File: config.mk
export PLATFORM = sky130hd
export DESIGN_NAME = pit_diff
export DESIGN_NICKNAME = d
export VERILOG_FILES = /design/src/hw/rtl/pit_pkg.sv /design/src/hw/rtl/pit_diff.sv
export SDC_FILE = /design/constraint.sdc
export NUM_CORES = 1
export LEC_CHECK = 0
export ABC_CLOCK_PERIOD_IN_PS = 2800
export BUFFER_PORTS_ARGS = -buffer_cell sky130_fd_sc_hd__buf_2
export CAP_MARGIN = 40
export CORE_ASPECT_RATIO = 0.8
export CORE_MARGIN = 5
export CORE_UTILIZATION = 35
export CTS_BUF_LIST = sky130_fd_sc_hd__clkbuf_16
export DETAILED_ROUTE_END_ITERATION = 10
export GPL_ROUTABILITY_DRIVEN = 1
export HOLD_SLACK_MARGIN = 0.12
export PLACE_DENSITY = 0.58
export SLEW_MARGIN = 20
export SYNTH_ARGS = -nofsm -noshare
export SYNTH_HDL_FRONTEND = slang
export SYNTH_SLANG_ARGS = --single-unit
export TNS_END_PERCENT = 1
File: constraint.sdc
create_clock -name clock -period 2.8 [get_ports clock]
set_clock_uncertainty 0.1 [all_clocks]
set_input_delay 0.28 -clock clock [delete_from_list [all_inputs] [get_ports clock]]
set_output_delay 0.28 -clock clock [all_outputs]
set_load 0.01 [all_outputs]
File: src/hw/rtl/pit_pkg.sv
// ----------------------------------------------------------------------------
// pit_pkg
// Shared constants and tables for the 3D point-in-triangle test pipeline.
// ----------------------------------------------------------------------------
package pit_pkg;

   // default coordinate width (signed Q8.8)
   localparam int COORD_WIDTH_DEF = 16;

   // plane tolerance register
   localparam int             TOL_WIDTH = 52;
   localparam logic [51:0]    TOL_RESET = 52'd167772;

   // configuration port
   localparam int             CSR_DATA_W  = 64;
   localparam int             CSR_ADDR_W  = 4;
   localparam logic           CSR_IDX_TOL = 1'b0;

   // pipeline depth, one valid bit per stage
   localparam int STAGES = 7;

   // difference vectors built in the first stage
   localparam int N_DIFF = 6;
   localparam int V_CB   = 0;   // c - b
   localparam int V_PB   = 1;   // p - b
   localparam int V_AB   = 2;   // a - b
   localparam int V_CA   = 3;   // c - a
   localparam int V_PA   = 4;   // p - a
   localparam int V_BA   = 5;   // b - a

   // cross products: x[k] = diff[CROSS_U[k]] x diff[CROSS_V[k]]
   localparam int N_CROSS = 6;
   localparam int CROSS_U [N_CROSS] = '{V_CB, V_CB, V_CA, V_CA, V_BA, V_BA};
   localparam int CROSS_V [N_CROSS] = '{V_PB, V_AB, V_PA, V_BA, V_PA, V_CA};

   // wide vectors after the cross stage: six crosses plus p - a carried along
   localparam int N_XVEC = 7;
   localparam int X_PA   = 6;
   localparam int X_NORM = 5;   // (b-a) x (c-a), the triangle normal

   // dot products: dot[d] = xvec[DOT_U[d]] . xvec[DOT_V[d]]
   // the first three are the same-side tests, the last the plane distance
   localparam int N_DOT = 4;
   localparam int D_PLANE = 3;
   localparam int DOT_U [N_DOT] = '{0, 2, 4, X_PA};
   localparam int DOT_V [N_DOT] = '{1, 3, 5, X_NORM};

   // cyclic component indexes for cross products
   localparam int NEXT1 [3] = '{1, 2, 0};
   localparam int NEXT2 [3] = '{2, 0, 1};

endpackage

File: src/hw/rtl/pit_diff.sv
// ----------------------------------------------------------------------------
// pit_diff
// Stage 1: edge and point difference vectors, one bit wider than a coordinate.
// ----------------------------------------------------------------------------
module pit_diff #(
   parameter int COORD_WIDTH = pit_pkg::COORD_WIDTH_DEF
) (
   input  logic                          clock,
   input  logic                          load_en,
   input  logic signed [COORD_WIDTH-1:0] point_x,
   input  logic signed [COORD_WIDTH-1:0] point_y,
   input  logic signed [COORD_WIDTH-1:0] point_z,
   input  logic signed [COORD_WIDTH-1:0] vertex_a_x,
   input  logic signed [COORD_WIDTH-1:0] vertex_a_y,
   input  logic signed [COORD_WIDTH-1:0] vertex_a_z,
   input  logic signed [COORD_WIDTH-1:0] vertex_b_x,
   input  logic signed [COORD_WIDTH-1:0] vertex_b_y,
   input  logic signed [COORD_WIDTH-1:0] vertex_b_z,
   input  logic signed [COORD_WIDTH-1:0] vertex_c_x,
   input  logic signed [COORD_WIDTH-1:0] vertex_c_y,
   input  logic signed [COORD_WIDTH-1:0] vertex_c_z,
   output logic signed [COORD_WIDTH:0]   diff_vec [pit_pkg::N_DIFF][3]
);
   import pit_pkg::*;

   localparam int DW = COORD_WIDTH + 1;

   logic signed [DW-1:0] p_ext [3];
   logic signed [DW-1:0] a_ext [3];
   logic signed [DW-1:0] b_ext [3];
   logic signed [DW-1:0] c_ext [3];
   logic signed [DW-1:0] diff_in [N_DIFF][3];
   logic signed [DW-1:0] diff_ff [N_DIFF][3];

   assign p_ext[0] = DW'(point_x);
   assign p_ext[1] = DW'(point_y);
   assign p_ext[2] = DW'(point_z);
   assign a_ext[0] = DW'(vertex_a_x);
   assign a_ext[1] = DW'(vertex_a_y);
   assign a_ext[2] = DW'(vertex_a_z);
   assign b_ext[0] = DW'(vertex_b_x);
   assign b_ext[1] = DW'(vertex_b_y);
   assign b_ext[2] = DW'(vertex_b_z);
   assign c_ext[0] = DW'(vertex_c_x);
   assign c_ext[1] = DW'(vertex_c_y);
   assign c_ext[2] = DW'(vertex_c_z);

   always_comb begin
      for (int i = 0; i < 3; i++) begin
         diff_in[V_CB][i] = c_ext[i] - b_ext[i];
         diff_in[V_PB][i] = p_ext[i] - b_ext[i];
         diff_in[V_AB][i] = a_ext[i] - b_ext[i];
         diff_in[V_CA][i] = c_ext[i] - a_ext[i];
         diff_in[V_PA][i] = p_ext[i] - a_ext[i];
         diff_in[V_BA][i] = b_ext[i] - a_ext[i];
      end
   end

   always_ff @(posedge clock) begin
      if (load_en) begin
         diff_ff <= diff_in;
      end
   end

   assign diff_vec = diff_ff;

endmodule

# After elaboration in Yosys (flattened, before gate mapping)
# Index checks and enable logic that the tools add are counted.
[word_totals]
register_bits = 306
in_bits = 194
ram_bits = 0
n_memories = 0
mem_bits_ro = 0
output_inout_bits = 306
latchBits = 0
word_cells = 36
[op_classes]
n_shift = 0
n_bitwise = 0
n_reduce_logical = 0
add_sub_neg = 18
div_mod_pow = 0
eq_ne = 0
n_lt_le_gt_ge = 0
mul = 0
n_mux = 0
[op_table]
columns = ["operator", "count"]
rows = [
  ["subtractor 16 x 16 -> 17 bit", 18],
]

# Depth between registers and ports, before layout
# Gate-level depths: netlist of the first run.
[depth]
depth_word = 1
depth_mapped = 11
depth_no_buf = 11

# Least setup slack after synthesis of the first run
# OpenSTA, ideal clock, no wires.
[synth_timing]
path_type = "input to register"
startpoint = "in vertex_a_x[1]"
endpoint = "reg diff_ff, in the netlist diff_vec[202], data pin"
arrival_ns = 2.264
stages = 10
setup_slack_ns = 0.175
n_path_buf = 0
required_ns = 2.439
setup_ns = 0.261
path_cell_list = "inv_1 -> ha_1 -> nor2b_4 -> o21ai_2 -> nand2b_1 -> a2111o_1 -> and2_4 -> a221o_1 -> a221oi_2 -> xnor2_1"
[synth_rtl]
columns = ["element", "line", "rtl"]
rows = [
  ["start, declared", "pit_diff.sv:13", "input logic signed [COORD_WIDTH-1:0] vertex_a_x,"],
  ["end signal, assigned", "pit_diff.sv:61", "diff_ff <= diff_in;"],
  ["end, declared", "pit_diff.sv:33", "logic signed [DW-1:0] diff_ff [N_DIFF][3];"],
]

==> flow_summary.toml, run 1 <==
[yosys]
syn_inst = 2116
avgSynthCellArea_sq_um = 10.4
synth_top_area_share_pct = 41.5
synth_warnings = 0
syn-cell-area_sq_um = 21900
synthFlopType = "edfxtp_1"
synth_edf_count = 303
syn-num-nets = 2616
async_flop_share_pct = 0
yosys.cell_count.top_type = "edfxtp_1"
synthDistinctLibCells = 69
yosys.area.top_type = "edfxtp_1"
synth-seq-cells = 303
ys_seq_area_share_pct = 41.5
netlist_top_cells_area = "edfxtp_1 (41%), ha_1 (16%), xnor2_1 (6.1%)"
synth_common_cells = "edfxtp_1 (303), ha_1 (288), a21oi_1 (195), inv_1 (195), xnor2_1 (153)"

[global_route]
grt_max_degree = 69
grt_pass1_wl_microns = 109000
antenna_found_initial = 3
grt_pass1_vias = 18700
grt-ovfl-total = 0
grt_usage_pct = 20.5

[placed_design]
dpl.hpwl_microns = 60500
placed_cell_area_sq_um = 26300
place_inst = 3534
io_buffers = 499
routabilityCongestion = 0.964

[clock_network]
numCtsBuffers = 38
root_buffer = "clkbuf_16"
clockBufferDepth = 3
cts_setup_buffers = 0
cts_tree = "built"
clk_pin_slew_worst_paths_ns = 0.06
htreeDepth = 2
cts.sinks = 303

[power_and_ir_drop]
power_density_nw_per_um2 = 581
total_power_mw = 16.3
ir_drop_mv = 0.327
power.static_leakage_nw = 12.9

[route]
drt-initial-drc-count = 1139
drc = 0
via_per_inst = 5.13
num_vias = 18700
ant_nets = 0
wire_per_inst_microns = 20.3
firstDrtPassIters = 6
wl_microns = 73700

[timing]
hold_viol = 0
min_period_ns = 2.76
post-route-period-util_pct = 98.4
rsz0062_at_grt = "yes"
setup_viol = 0
max_freq_mhz = 363
slew_viol_final = 0
slew-limit-headroom_pct = 64.6
tightest_slew_ns = 0.532
finalSetupTns_ns = 0

[hold_path]
min_path_type = "primary input to flip-flop"
worstHoldStart = "vertex_c_y[11]"
holdPathStages = 3
whs_endpoint = "diff_vec[283]"

[die]
io_pins = 500
rows = 82
dieArea_sq_um = 67900
die_w_microns = 290
die_y_microns = 234
start_util_pct = 35.2
core_area_sq_um = 62400

[final_layout]
regArea_sq_um = 9100
largest_reg_flops = 303
fin_nets = 3268
design_area_sq_um = 28000
n_fill_cell = 5974
drive_gt1_share_pct = 25.8
multi_input_area_sq_um = 12100
stdcell_count = 3636
syn2layout_area_growth_pct = 27.6

[worst_setup_path]
critical_path_required_ns = 3.00
endpoint_kind = "flip-flop"
slowest_stage = "dlygate4sd3_1"
slowest_delay_ns = 0.53
path_class = "primary input to flip-flop"
start_kind = "primary input"
cp_max_fo = 3
arrival_ns = 2.96
crit_chain = "dlygate4sd3_1 -> buf_2 -> buf_4 -> ha_1 -> fa_1 -> nor2b_1 -> o21ai_1 -> a21oi_1 -> o41a_1 -> a221o_1 -> a21oi_1 -> nor2b_1 -> o22ai_1"

[run_status]
outcome = "finished, final reports clean"

[job]
cap_viol_max_count = 0
where the power goes:
part           internal, mW  total, mW  switching (mW)  leakage, nW
clock network          2.94       4.99            2.05        0.619
registers              5.96       6.24           0.276         2.96
logic                  2.13       5.04            2.91         9.33
total                  11.0       16.3            5.24         12.9
routing by layer:
layer	routed length, microns	share of wire (%)	global-route usage, %	up-vias
li1	-	-	-	8993
met1	33400	45	28.0	8949
met2	34300	46	34.2	618
met3	4470	6.1	3.72	90
met4	1600	2.2	4.94	2
met5	13	0.018	0	-
worst max-delay path by stage:
stage | startpoint | end | slack [ns] | cells past startpoint
after floorplan | vertex_a_x[1] | diff_vec[202] | 0.17 | 10
after global placement | vertex_a_y[0] | diff_vec[135] | -0.11 | 12
after detailed placement | vertex_a_y[0] | diff_vec[135] | -0.16 | 12
after CTS | vertex_b_x[0] | diff_vec[46] | 0.03 | 13
after global routing | vertex_a_z[0] | diff_vec[16] | -0.05 | 13
final | vertex_a_z[0] | diff_vec[118] | 0.04 | 13
kinds of logic (layout without fill, tap and decap cells):
kind of cell | count (synthesis) | in the layout | share of synthesized area [%]
AOI/OAI and AO/OA | 616 | 616 | 17.5
other | 0 | 2 | 0
adders and majority gates | 306 | 306 | 18.1
muxes | 4 | 4 | 0.188
DFF | 303 | 303 | 41.5
buffers and inverters | 236 | 914 | 4.09
and+or+nand+nor | 428 | 428 | 9.77
xor gates and xnor gates | 223 | 223 | 8.90
cells in the final DEF (no fill, tap or decap), types with 6 or more instances in the layout:
master	count
buf_2	498
edfxtp_1	303
ha_1	287
inv_1	200
a21oi_1	188
xnor2_1	153
nor2_1	119
buf_4	116
o21ai_0	107
a21o_1	98
nand2_1	82
xor2_1	70
nor2b_1	55
nand2b_1	41
clkbuf_16	38
o21ai_1	34
dlygate4sd3_1	34
nand3_1	30
nor3_1	27
o21a_1	26
a31oi_1	22
o21bai_1	21
nand4_1	20
fa_1	16
or3_1	13
and3_1	13
a221oi_1	11
o21ai_2	9
a211oi_1	9
a21boi_1	8
o31a_1	8
o211ai_1	8
and4_1	7
a21oi_2	7
o22ai_1	7
and2_1	6
clkinv_1	6
worst max-delay path, delay by kind of cell:
| family | cells | cell delay, ns |
|---|---|---|
| AOI/OAI and AO/OA | 6 | 0.93 |
| adders and majority gates | 2 | 0.64 |
| buffers and inverters | 3 | 0.81 |
| and+or+nand+nor | 2 | 0.29 |
repair_timing:
item / 4_1_cts / 5_1_grt
endpoints found under the setup margin: 0 / 48
resized for setup: 0 / 40
endpoints found under the hold margin: 77 / 0
hold buffers: 34 / 0
per-stage QoR:
stage | worst slack (ns) | utilization, % | hold slack (ns)
global placement | -0.113 | 42.1 | 0.592
detailed placement | -0.155 | 42.1 | 0.591
CTS | 0.0292 | 44.7 | 0.121
floorplan | 0.175 | - | 0.292
finish | 0.0437 | 44.9 | 0.158
global route | -0.0521 | 44.9 | 0.159
final cells by class:
cell class                      instances  share of cell area, %
Multi-Input combinational cell       1577                   43.1
Clock inverter                         28                   1.01
Sequential cell                       303                   32.5
Clock buffer                           38                   3.40
Timing Repair Buffer                  653                   13.6
Antenna cell                            2                 0.0179
Inverter                              195                   2.61
Tap cell                              840                   3.75
No activity file was read; power rests on OpenSTA's default activity.
==> run 2: changes to the inputs <==
--- a/config.mk
+++ b/config.mk
@@ -16,6 +16,7 @@
 export GPL_ROUTABILITY_DRIVEN = 1
 export HOLD_SLACK_MARGIN = 0.12
 export PLACE_DENSITY = 0.58
+export SETUP_SLACK_MARGIN = 0.4
 export SLEW_MARGIN = 20
 export SYNTH_ARGS = -nofsm -noshare
 export SYNTH_HDL_FRONTEND = slang
==> run 2 against run 1 <==
Against the previous run:
- setup slack gained 0.31 ns
- non-clock buffer count is 17 lower
- flip-flop and latch count unchanged
- via count grew 0.79%
- total power fell by 0.61%
- worst hold slack hardly changed
- clock power is essentially flat
- cell area decreased by 0.16%
- first-iteration DRC count is 1.3% lower
==> flow_summary.toml, run 2 (same netlist as run 1, synthesis figures left out) <==
[run_status]
outcome = "finished, final reports clean"

[clock_network]
numCtsBuffers = 37
cts_tree = "built"
root_buffer = "clkbuf_16"
clockBufferDepth = 3
cts_setup_buffers = 0
cts.sinks = 303
clk_pin_slew_worst_paths_ns = 0.06
htreeDepth = 2

[power_and_ir_drop]
clock_power_share_pct = 30.9
power_density_nw_per_um2 = 578
p_sw_mw = 5.11
sw_frac_of_total_pct = 31.6
ir_drop_mv = 0.411
combPwrFrac_pct = 30.6
p_seq_share_pct = 38.5
power.static_leakage_nw = 12.8
intPower_mw = 11.1

[route]
drc = 0
wl_microns = 73900
firstDrtPassIters = 5
num_vias = 18800
wire_per_inst_microns = 20.4
drt-initial-drc-count = 1124
ant_nets = 0
via_per_inst = 5.18

[global_route]
antenna_found_initial = 12
grt_pass1_vias = 18400
grt-ovfl-total = 0
grt_max_degree = 62
grt_pass1_wl_microns = 107000
grt_usage_pct = 20.5

[timing]
setup_viol = 0
finalSetupTns_ns = 0
max_freq_mhz = 408
slew_viol_final = 0
holdWs_ns = 0.158
min_period_ns = 2.45
tightest_slew_ns = 0.654
setup_slack_ns = 0.350
post-route-period-util_pct = 87.5
slew-limit-headroom_pct = 56.4
rsz0062_at_grt = "yes"
hold_viol = 0

[worst_setup_path]
start_kind = "primary input"
cp_num_cells = 11
path_class = "primary input to flip-flop"
critical_path_required_ns = 2.99
crit_chain = "dlygate4sd3_1 -> buf_2 -> ha_1 -> o21ai_2 -> a21oi_2 -> o41ai_1 -> buf_4 -> o21a_1 -> o21bai_1 -> a21oi_1 -> xnor2_1"
endpoint_kind = "flip-flop"
slowest_stage = "dlygate4sd3_1"
crit_buf_inv = 3
slowest_delay_ns = 0.53
cp_top_family = "compound AO/OA/AOI/OAI gates"
arrival_ns = 2.64
cp_max_fo = 4

[final_layout]
syn2layout_area_growth_pct = 27.4
mostFrequentLayoutCells = "buf_2 (498), edfxtp_1 (303), ha_1 (284)"
fin_nets = 3250
stdcell_count = 3629
n_fill_cell = 5953
design_area_sq_um = 28000
drive_gt1_share_pct = 24.4
layout_commonest_cell = "buf_2"
largest_reg_flops = 303

[job]
cap_viol_max_count = 0

[die]
rows = 82
core_area_sq_um = 62400
io_pins = 500
die_w_microns = 290
start_util_pct = 35.2
dieArea_sq_um = 67900
die_y_microns = 234

[hold_path]
holdPathStages = 3
min_path_type = "primary input to flip-flop"

[placed_design]
io_buffers = 499
routabilityCongestion = 0.932
dpl.hpwl_microns = 60600
place_ws_ns = -0.137
place_inst = 3504
placed_cell_area_sq_um = 26100
## run 2: metrics by stage
step                power (mW)  utilization [%]
floorplan                 9.05                -
global placement          11.1             41.9
detailed placement        11.2             41.9
CTS                       16.3             44.6
global route              17.0             44.8
finish                    16.2             44.8
## run 2: cell type report
| type | count | area, sq um | share of cell area, % |
|---|---|---|---|
| Sequential cell | 303 | 9100 | 32.5 |
| Clock inverter | 26 | 283 | 1.01 |
| Inverter | 195 | 744 | 2.66 |
| Clock buffer | 38 | 951 | 3.40 |
| Multi-Input combinational cell | 1577 | 12100 | 43.2 |
| Timing Repair Buffer | 636 | 3720 | 13.3 |
| Tap cell | 840 | 1050 | 3.76 |
| Antenna cell | 14 | 35.0 | 0.125 |
## run 2: path summary, 6_finish.rpt
kind / slack (ns) / to / from
max: 0.35 / diff_vec[285] / vertex_c_y[3]
min: 0.16 / diff_vec[260] / vertex_c_z[5]
## run 2: per-layer routing
metal	vias to the layer above	share of wire [%]	global-route usage (%)
met5	-	0	0
met4	0	4.0	7.96
met3	126	7.6	4.31
met2	727	44	32.3
met1	8945	44	27.8
li1	9001	-	-
## run 2: timing repair
action,4_1_cts,5_1_grt
endpoints found under the setup margin,0,16
gates resized for setup,0,16
hold buffers,47,0
endpoints found under the hold margin,49,0
## run 2: power groups by stage
stage	Combinational (mW)	Sequential, mW	Clock [mW]
detailed placement	4.84	6.32	0
global route	5.42	6.28	5.33
CTS	4.93	6.24	5.16
finish	4.95	6.23	4.99
floorplan	2.43	6.62	0
global placement	4.79	6.31	0
