File: src/hw/rtl/pit_pkg.sv
// ----------------------------------------------------------------------------
// pit_pkg
// Shared constants and tables for the 3D point-in-triangle test pipeline.
// ----------------------------------------------------------------------------
package pit_pkg;

   // default coordinate width (signed Q8.8)
   localparam int COORD_WIDTH_DEF = 16;

   // plane tolerance register
   localparam int             TOL_WIDTH = 52;
   localparam logic [51:0]    TOL_RESET = 52'd167772;

   // configuration port
   localparam int             CSR_DATA_W  = 64;
   localparam int             CSR_ADDR_W  = 4;
   localparam logic           CSR_IDX_TOL = 1'b0;

   // pipeline depth, one valid bit per stage
   localparam int STAGES = 7;

   // difference vectors built in the first stage
   localparam int N_DIFF = 6;
   localparam int V_CB   = 0;   // c - b
   localparam int V_PB   = 1;   // p - b
   localparam int V_AB   = 2;   // a - b
   localparam int V_CA   = 3;   // c - a
   localparam int V_PA   = 4;   // p - a
   localparam int V_BA   = 5;   // b - a

   // cross products: x[k] = diff[CROSS_U[k]] x diff[CROSS_V[k]]
   localparam int N_CROSS = 6;
   localparam int CROSS_U [N_CROSS] = '{V_CB, V_CB, V_CA, V_CA, V_BA, V_BA};
   localparam int CROSS_V [N_CROSS] = '{V_PB, V_AB, V_PA, V_BA, V_PA, V_CA};

   // wide vectors after the cross stage: six crosses plus p - a carried along
   localparam int N_XVEC = 7;
   localparam int X_PA   = 6;
   localparam int X_NORM = 5;   // (b-a) x (c-a), the triangle normal

   // dot products: dot[d] = xvec[DOT_U[d]] . xvec[DOT_V[d]]
   // the first three are the same-side tests, the last the plane distance
   localparam int N_DOT = 4;
   localparam int D_PLANE = 3;
   localparam int DOT_U [N_DOT] = '{0, 2, 4, X_PA};
   localparam int DOT_V [N_DOT] = '{1, 3, 5, X_NORM};

   // cyclic component indexes for cross products
   localparam int NEXT1 [3] = '{1, 2, 0};
   localparam int NEXT2 [3] = '{2, 0, 1};

endpackage

File: src/hw/rtl/pit_decide.sv
// ----------------------------------------------------------------------------
// pit_decide
// Stage 7: same-side signs and the plane tolerance check, registered flag.
// ----------------------------------------------------------------------------
module pit_decide #(
   parameter int COORD_WIDTH = pit_pkg::COORD_WIDTH_DEF
) (
   input  logic                              clock,
   input  logic                              load_en,
   input  logic signed [4*COORD_WIDTH+7:0]   dot_sum [pit_pkg::N_DOT],
   input  logic [pit_pkg::TOL_WIDTH-1:0]     plane_tolerance,
   output logic                              inside_res
);
   import pit_pkg::*;

   localparam int SW   = 4 * COORD_WIDTH + 8;
   localparam int CMPW = ((SW > TOL_WIDTH + 1) ? SW : TOL_WIDTH + 1) + 1;

   logic signed [CMPW-1:0] dist_ext;
   logic signed [CMPW-1:0] tol_ext;
   logic signed [CMPW-1:0] dist_plus_tol;
   logic                   same_side_ok;
   logic                   plane_ok;
   logic                   inside_in;
   logic                   inside_ff;

   assign dist_ext      = CMPW'(dot_sum[D_PLANE]);
   assign tol_ext       = $signed({{(CMPW-TOL_WIDTH){1'b0}}, plane_tolerance});
   assign dist_plus_tol = dist_ext + tol_ext;

   always_comb begin
      same_side_ok = 1'b1;
      for (int d = 0; d < D_PLANE; d++) begin
         same_side_ok = same_side_ok & ~dot_sum[d][SW-1];
      end
      // |t| <= tol: for negative t check t + tol >= 0
      if (dist_ext[CMPW-1]) begin
         plane_ok = ~dist_plus_tol[CMPW-1];
      end else begin
         plane_ok = (dist_ext <= tol_ext);
      end
      inside_in = same_side_ok & plane_ok;
   end

   always_ff @(posedge clock) begin
      if (load_en) begin
         inside_ff <= inside_in;
      end
   end

   assign inside_res = inside_ff;

endmodule
File: config.mk
export PLATFORM = sky130hd
export DESIGN_NAME = pit_decide
export DESIGN_NICKNAME = d
export VERILOG_FILES = /design/src/hw/rtl/pit_pkg.sv /design/src/hw/rtl/pit_decide.sv
export SDC_FILE = /design/constraint.sdc
export NUM_CORES = 1
export LEC_CHECK = 0
export BUFFER_PORTS_ARGS = -buffer_cell sky130_fd_sc_hd__buf_4
export CAP_MARGIN = 20
export CORE_AREA = 2 2 134 136
export CTS_CLUSTER_DIAMETER = 150
export DETAILED_ROUTE_END_ITERATION = 7
export DIE_AREA = 0 0 136 138
export GPL_TIMING_DRIVEN = 1
export PLACE_DENSITY_LB_ADDON = 0.3
export SKIP_LAST_GASP = 1
export SLEW_MARGIN = 40
export SYNTH_ARGS = -nofsm -noshare
export SYNTH_HDL_FRONTEND = slang
export SYNTH_SLANG_ARGS = --single-unit
File: constraint.sdc
create_clock -name clock -period 2.8 [get_ports clock]
set_input_delay 0.42 -clock clock [delete_from_list [all_inputs] [get_ports clock]]
set_output_delay 0.42 -clock clock [all_outputs]
set_load 0.01 [all_outputs]
---- Yosys cells after proc, flatten, opt, wreduce, memory -nomap -nowiden ----
Index checks and enable logic that the tools add are counted.
word-level totals
  register bits after elaboration ......... 1
  input bits .............................. 342
  logic and storage cells ................. 11
operators by class
  $add $sub $neg .......................... 1
  $lt $le $gt $ge ......................... 1
  multiplexer cells ....................... 1
  bitwise operators ....................... 7
operators by type and width
  cell              count
  $add A72 B53 Y73  1
  $le A72 B53 Y1    1
  $not A1 Y1        4
  $and A1 B1 Y1     3
  $mux W1           1

---- Depth between registers and ports, before layout ----
Gate-level depths: netlist of run 1.
  depth in word-level cells ............... 4
  depth in mapped cells ................... 9
  gate-level depth less buffers ........... 9

---- Worst setup path before layout of run 1 ----
OpenSTA, ideal clock, no wires.
  path kind ............................... input port to flip-flop
  from .................................... in dot_sum[54] (netlist name)
  to ...................................... reg inside_ff, in the netlist inside_res, data pin
  data arrival time ....................... 2.027 ns
  data required time ...................... 2.642 ns
  path slack .............................. 0.615 ns
  stages .................................. 7
  cells stage by stage .................... or4_1 > or4_1 > nor3_2 > o211ai_1 > a211oi_2 > o21ai_1 > a211oi_2
on the way
  longest elaborated chain between the ends .. 4
  elaborated cells on any way between the ends .. 5
RTL lines
  what                    RTL line          source
  start: declaration      pit_decide.sv:10  input logic signed [4*COORD_WIDTH+7:0] dot_sum [pit_pkg::N_DOT],
  $add A72 B53 Y73        pit_decide.sv:29  assign dist_plus_tol = dist_ext + tol_ext;
  $not A1 Y1              pit_decide.sv:38  plane_ok = ~dist_plus_tol[CMPW-1];
  $mux W1 *               pit_decide.sv:37  if (dist_ext[CMPW-1]) begin
  $and A1 B1 Y1 *         pit_decide.sv:42  inside_in = same_side_ok & plane_ok;
  named net inside_in     pit_decide.sv:24  logic inside_in;
  end signal: assignment  pit_decide.sv:47  inside_ff <= inside_in;
  end: declaration        pit_decide.sv:25  logic inside_ff;
Mark *: on every way through the listed nets, which the timed path passes. The rest lies on a longest branch.
A chain may end at the register's enable or synchronous reset.

---- Worst setup path after layout of run 1 ----
Ends and elaborated chain as after synthesis.

==> results of run 1 <==
[cell families after synthesis]
family,Yosys count,synth area share
fa+ha+maj,104,0.498
simple gates,87,0.185
compound gates,84,0.206
buf+inv,69,0.0991
flops,1,0.0115
[worst paths after layout]
check | startpoint | to | slack, ps
min | load_en | inside_res$_DFFE_PP_ | 620
max | dot_sum[54] | inside_res$_DFFE_PP_ | 130
[layer usage]
layer,wire length [um],GRT usage,vias to the layer above
met4,95,0.00768,0
li1,-,-,1513
met1,3820,0.115,1268
met5,0,0,-
met2,5260,0.202,74
met3,654,0.0202,4
[where the power goes]
part | internal, uW | switching (uW)
logic | 248 | 232
clock network | 0.0000478 | 0
registers | 17.7 | 0.308
total | 266 | 232
[through the flow]
step	setup slack, ps	utilization	total power, uW
after floorplan	615	-	253
after global placement	106	0.223	487
after detailed placement	7.06	0.223	503
after CTS	2.27	0.223	505
after global routing	7.72	0.224	568
final	133	0.224	498
[final cells by class]
class / count / area (um2)
Fill cell: 1970 / 13600
Multi-Input combinational cell: 275 / 2330
Timing Repair Buffer: 135 / 1010
Tap cell: 229 / 287
Inverter: 69 / 259
Sequential cell: 1 / 30.0
Antenna cell: 1 / 2.50
[synthesized netlist by cell type, types with 3 or more instances]
library cell               number
sky130_fd_sc_hd__or3_1          3
sky130_fd_sc_hd__a221oi_1       3
sky130_fd_sc_hd__o21bai_1       5
sky130_fd_sc_hd__nand2_1       11
sky130_fd_sc_hd__a21oi_1       36
sky130_fd_sc_hd__nor2b_1       10
sky130_fd_sc_hd__nor2_1        11
sky130_fd_sc_hd__ha_1         104
sky130_fd_sc_hd__o21ai_0        7
sky130_fd_sc_hd__nor3_1         9
sky130_fd_sc_hd__a21o_1         6
sky130_fd_sc_hd__nor4_1        15
sky130_fd_sc_hd__o31ai_1        7
sky130_fd_sc_hd__a211oi_1       3
sky130_fd_sc_hd__inv_1         68
sky130_fd_sc_hd__nand4_1       18
sky130_fd_sc_hd__nand3_1        5
sky130_fd_sc_hd__o211ai_1       3
[what timing repair did]
| item | CTS | global route |
|---|---|---|
| endpoints found under the setup margin | 0 | 1 |
| setup buffers | 0 | 0 |
| hold buffers | 0 | 0 |
| gates resized for setup | 0 | 2 |
==> summary.txt, run 1 <==
Outcome
  • Status: finished clean

Worst setup path
  • Critical path's slowest cell: sky130_fd_sc_hd__or4_1
  • Number of buffer and inverter instances along the worst setup path: 1
  • Capturing element type of the critical path: flip-flop
  • Arr. time, crit path: 2440 ps
  • CP cell instances: buf_4 -> or4_1 -> or4_1 -> nor3_2 -> o211ai_1 -> a211oi_2 -> o21ai_1 -> a211oi_2
  • Family with the most delay on the worst path: simple AND/OR/NAND/NOR gates
  • Largest fanout on the critical path: 2
  • CP peak stage delay: about 540 ps
  • WP depth: 8
  • Classification of the worst setup path: input pin to flip-flop
  • Required time reported for the critical path endpoint: roughly 2600 ps
  • Critical path launch point type: input pin

Timing
  • Worst slew margin relative to its limit: 0.662
  • Slew @ Worst Pin: 502 ps
  • Count of final setup violators: 0
  • Post-route setup TNS: 0 ps
  • Fmax: about 380 MHz
  • Max-slew violation total from the final report: 0
  • Fin crit share: 0.952
  • Count of endpoints failing hold in the final timing report: 0
  • Clock period minus final worst setup slack: 2670 ps
  • Worst hold margin: 623 ps
  • Unrepaired setup endpoints after global routing: no

Drt
  • Total routed wirelength: 9.83 mm
  • Via count: 2859
  • Average wire per standard cell: about 14 um
  • Number of optimization iterations in the first detailed-route pass: 4
  • Violation count after the first detailed-routing iteration: 45
  • ANT nets after route: 0
  • DRC viols: 0
  • Routed via count divided by cell count: 4.03

Floorplan
  • Core area: 0.0175 mm2
  • Overall die area: 0.0188 mm2
  • Std-Cell Rows: between 40 and 50
  • Die W: 136 um
  • IO Pins: 343
  • Effective utilization at floorplan: 0.149
  • Y dimension of the die: around 140 um

Flow run
  • Number of max-cap violations: 0

Synthesis
  • Distinct cell type count after synthesis: 34
  • Number of nets produced by synthesis: 791
  • Number of enable flip-flop cells after synthesis: 1
  • Top cells by area in the synthesized netlist: sky130_fd_sc_hd__ha_1 (50%), sky130_fd_sc_hd__inv_1 (9.8%), sky130_fd_sc_hd__a21oi_1 (6.9%), sky130_fd_sc_hd__nand4_1 (4.3%), sky130_fd_sc_hd__nor4_1 (3.6%)
  • Library cell occupying the most area in the post-synthesis netlist: sky130_fd_sc_hd__ha_1
  • Share of synthesized flip-flops with an asynchronous set or reset: 0
  • Main synth FF type: sky130_fd_sc_hd__edfxtp_1
  • Syn Std Cell Area: 0.00261 mm2
  • Number of synthesized register bits: 1
  • Number of standard cells after synthesis: 345
  • YS warnings: 0
  • Syn avg cell area: 7.58 um2
  • Seq/Total Area, Yosys: 0.0115
  • Area fraction of the dominant cell type after synthesis: 0.498

GRT
  • Antenna violations before repair: 1
  • Pin count of the biggest net entering global routing: 7
  • Grt total ovfl: 0
  • Via count of the first global-routing pass: 3098
  • Global-route wire length before repair: 15.2 mm
  • Global routing usage summed across all routing layers: 0.102

Final layout
  • Area of all placed cells without fillers: 0.00392 mm2
  • Area overhead of the layout relative to synthesis: 50.1%
  • Share of post-route cells with drive strength above 1: 0.294
  • Flip-flop count of the largest register, all copies and words added: 1
  • Most frequent standard cell in the layout excluding fill and tap cells: sky130_fd_sc_hd__buf_4
  • Final non-filler cell total: 710
  • # nets final: 928
  • Top library cells by usage in the layout, fill and taps aside: sky130_fd_sc_hd__buf_4 (135), sky130_fd_sc_hd__ha_1 (104), sky130_fd_sc_hd__inv_1 (68), sky130_fd_sc_hd__a21oi_1 (36), sky130_fd_sc_hd__nand4_1 (18)

Place
  • Gpl congestion: 0.763
  • Number of buffers inserted by port buffering: roughly 130
  • Post-Place Cells: 709
  • Hpwl dp: about 9.4 mm
  • Cell area after placement: 0.00391 mm2

Power
  • Maximum vdd drop: between 0.00008 and 0.00009 V
  • Power per standard cell area: 127 mW/mm2
  • Pleak: 0.00209 uW

Clock network
  • CTS clk-pin slew, worst paths: 0 ps

Hold path
  • Hold Path Class: input pin to flip-flop
  • Worst hold path cell count: 1
Power figures use the tool's default switching activity.
==> inputs of run 2 (changes only) <==
- MAX_ROUTING_LAYER: unset -> met4
- clock period: 2.8 -> 3.13 ns (I/O delays scaled with it)
==> run 2 against run 1 <==
  * Largest cell class unchanged
  * Via count increased by 0.87%
  * Worst hold slack improved by 47 ps
  * Utilization decreased by 0.17 points
  * Setup slack improved by 310 ps
  * Final cell count decreased by 0.42%
  * Critical path depth decreased by 1
  * Die area unchanged
  * Highest routed layer unchanged
==> summary.txt, run 2 (synthesis gave the netlist of run 1 again) <==
Place
  • Gpl congestion: 0.782 (+2.6%)
  • Cell area after placement: 0.00389 mm2 (-0.58%)
  • Hpwl dp: 9.22 mm (-1.9%)
  • Number of buffers inserted by port buffering: 129 (unchanged)

Clock network
  • Buffers inserted by post-CTS timing repair: 0 (unchanged)
  • CTS Hold Bufs: 0 (unchanged)
  • Resized Gates After CTS: 0 (unchanged)
  • CTS clk-pin slew, worst paths: 0 ps (unchanged)

Hold path
  • Hold Path Class: input pin to flip-flop

GRT
  • Global-route wire length before repair: 14.8 mm (-2.9%)
  • Global routing met3 resource utilization: 0.0202 (unchanged)
  • Global-route track usage on met1: 0.114 (-0.000470)
  • Busiest layer in global routing: met2
  • Grt total ovfl: 0 (unchanged)
  • Global routing usage summed across all routing layers: 0.103 (+0.000589)
  • Via count of the first global-routing pass: 3009 (-2.9%)
  • Routing usage on met2: 0.191 (-0.0114)
  • Antenna violations before repair: 1 (unchanged)
  • Pin count of the biggest net entering global routing: 7 (unchanged)

Worst setup path
  • CP cell instances: buf_4 -> ha_1 -> nor4_1 -> o311ai_0 -> a31oi_1 -> a211oi_1 -> a211oi_2
  • Capturing element type of the critical path: flip-flop
  • CP peak stage delay: 600 ps (+60 ps)
  • Largest fanout on the critical path: 6 (+4)
  • Arr. time, crit path: 2480 ps (+40 ps)
  • Required time reported for the critical path endpoint: 2930 ps (+360 ps)
  • Critical path's slowest cell: sky130_fd_sc_hd__nor4_1
  • Classification of the worst setup path: input pin to flip-flop
  • Critical path launch point type: input pin

Final layout
  • Top library cells by usage in the layout, fill and taps aside: sky130_fd_sc_hd__buf_4 (132), sky130_fd_sc_hd__ha_1 (104), sky130_fd_sc_hd__inv_1 (68), sky130_fd_sc_hd__a21oi_1 (36), sky130_fd_sc_hd__nand4_1 (18)
  • # nets final: 925 (-0.32%)
  • Storage element area: 30.0 um2 (unchanged)
  • Area of all placed cells without fillers: 0.00389 mm2 (-0.77%)
  • Most frequent standard cell in the layout excluding fill and tap cells: sky130_fd_sc_hd__buf_4
  • Share of post-route cells with drive strength above 1: 0.287 (-0.00654)
  • Flip-flop count of the largest register, all copies and words added: 1 (unchanged)
  • Area overhead of the layout relative to synthesis: 49.0%
  • Fill cell count: 1983 (+0.66%)
  • Area used by multi-input combinational logic: 0.00232 mm2 (-0.32%)

Drt
  • Average wire per standard cell: 13.7 um (-1.1%)
  • Via count: 2884 (+0.87%)
  • Routed via count divided by cell count: 4.08 (+1.3%)
  • Number of optimization iterations in the first detailed-route pass: 4 (unchanged)
  • DRC viols: 0 (unchanged)
  • Total routed wirelength: 9.68 mm (-1.5%)
  • ANT nets after route: 0 (unchanged)
  • Violation count after the first detailed-routing iteration: 62 (+38%)

Floorplan
  • Effective utilization at floorplan: 0.149 (unchanged)
  • IO Pins: 343 (unchanged)
  • Die W: 136 um (unchanged)
  • Core area: 0.0175 mm2 (unchanged)
  • Std-Cell Rows: 49 (unchanged)
  • Overall die area: 0.0188 mm2 (unchanged)
  • Y dimension of the die: 138 um (unchanged)

Power
  • Maximum vdd drop: 0.0000615 V (-26%)
  • Power per standard cell area: 113 mW/mm2 (-11%)
  • Pleak: 0.00208 uW (-0.75%)

Timing
  • Count of endpoints failing hold in the final timing report: 0 (unchanged)
  • Slew @ Worst Pin: 624 ps (+123 ps)
  • Count of final setup violators: 0 (unchanged)
  • Fmax: 373 MHz
  • Max-slew violation total from the final report: 0 (unchanged)
  • Post-route setup TNS: 0 ps (unchanged)
  • Worst slew margin relative to its limit: 0.580 (-0.0825)
  • Fin crit share: 0.857
  • Clock period minus final worst setup slack: 2680 ps
  • Unrepaired setup endpoints after global routing: no

Outcome
  • Status: finished clean

Flow run
  • Number of max-cap violations: 0 (unchanged)
run 2: cell count changes in the layout (fill, tap and decap cells not counted), sizes merged:
| cell | previous run | this run |
|---|---|---|
| buf | 135 | 132 |
run 2: metal layers:
metal | up-vias | share of wire
li1 | 1506 | -
met1 | 1290 | 0.39
met2 | 80 | 0.52
met3 | 8 | 0.071
met4 | 0 | 0.020
met5 | - | 0
run 2: layout make-up:
class                      count  area share
multi-input combinational    275       0.597
tap                          229      0.0736
inverter                      69      0.0665
timing repair buffer         132       0.254
sequential                     1     0.00771
antenna                        1    0.000643
run 2: path summary, 6_finish.rpt:
check             cells past startpoint                    to   startpoint  slack (ps)
setup / recovery                      7  inside_res$_DFFE_PP_  dot_sum[35]         450
hold / removal                        1  inside_res$_DFFE_PP_      load_en         670
run 2: worst max-delay path: cells and delay by family:
kind | cells | cell delay (ps)
buffers and inverters | 1 | 120
adders and majority gates | 1 | 350
and+or+nand+nor | 1 | 600
AOI/OAI and AO/OA | 4 | 930
run 2: where the power goes:
group | switching [uW] | total, uW | internal, uW
logic | 206 | 424 | 219
registers | 0.186 | 16.0 | 15.8
clock network | 0 | 0.0000428 | 0.0000428
run 2: per-stage QoR:
stage | hold slack, ps | setup slack (ps) | util | total power, uW | instances
floorplan | 582 | 895 | - | 226 | 345
CTS | 672 | 433 | 0.222 | 447 | 706
global placement | 667 | 424 | 0.222 | 433 | 706
finish | 670 | 447 | 0.222 | 440 | 707
global route | 675 | 304 | 0.222 | 501 | 707
detailed placement | 672 | 431 | 0.222 | 445 | 706
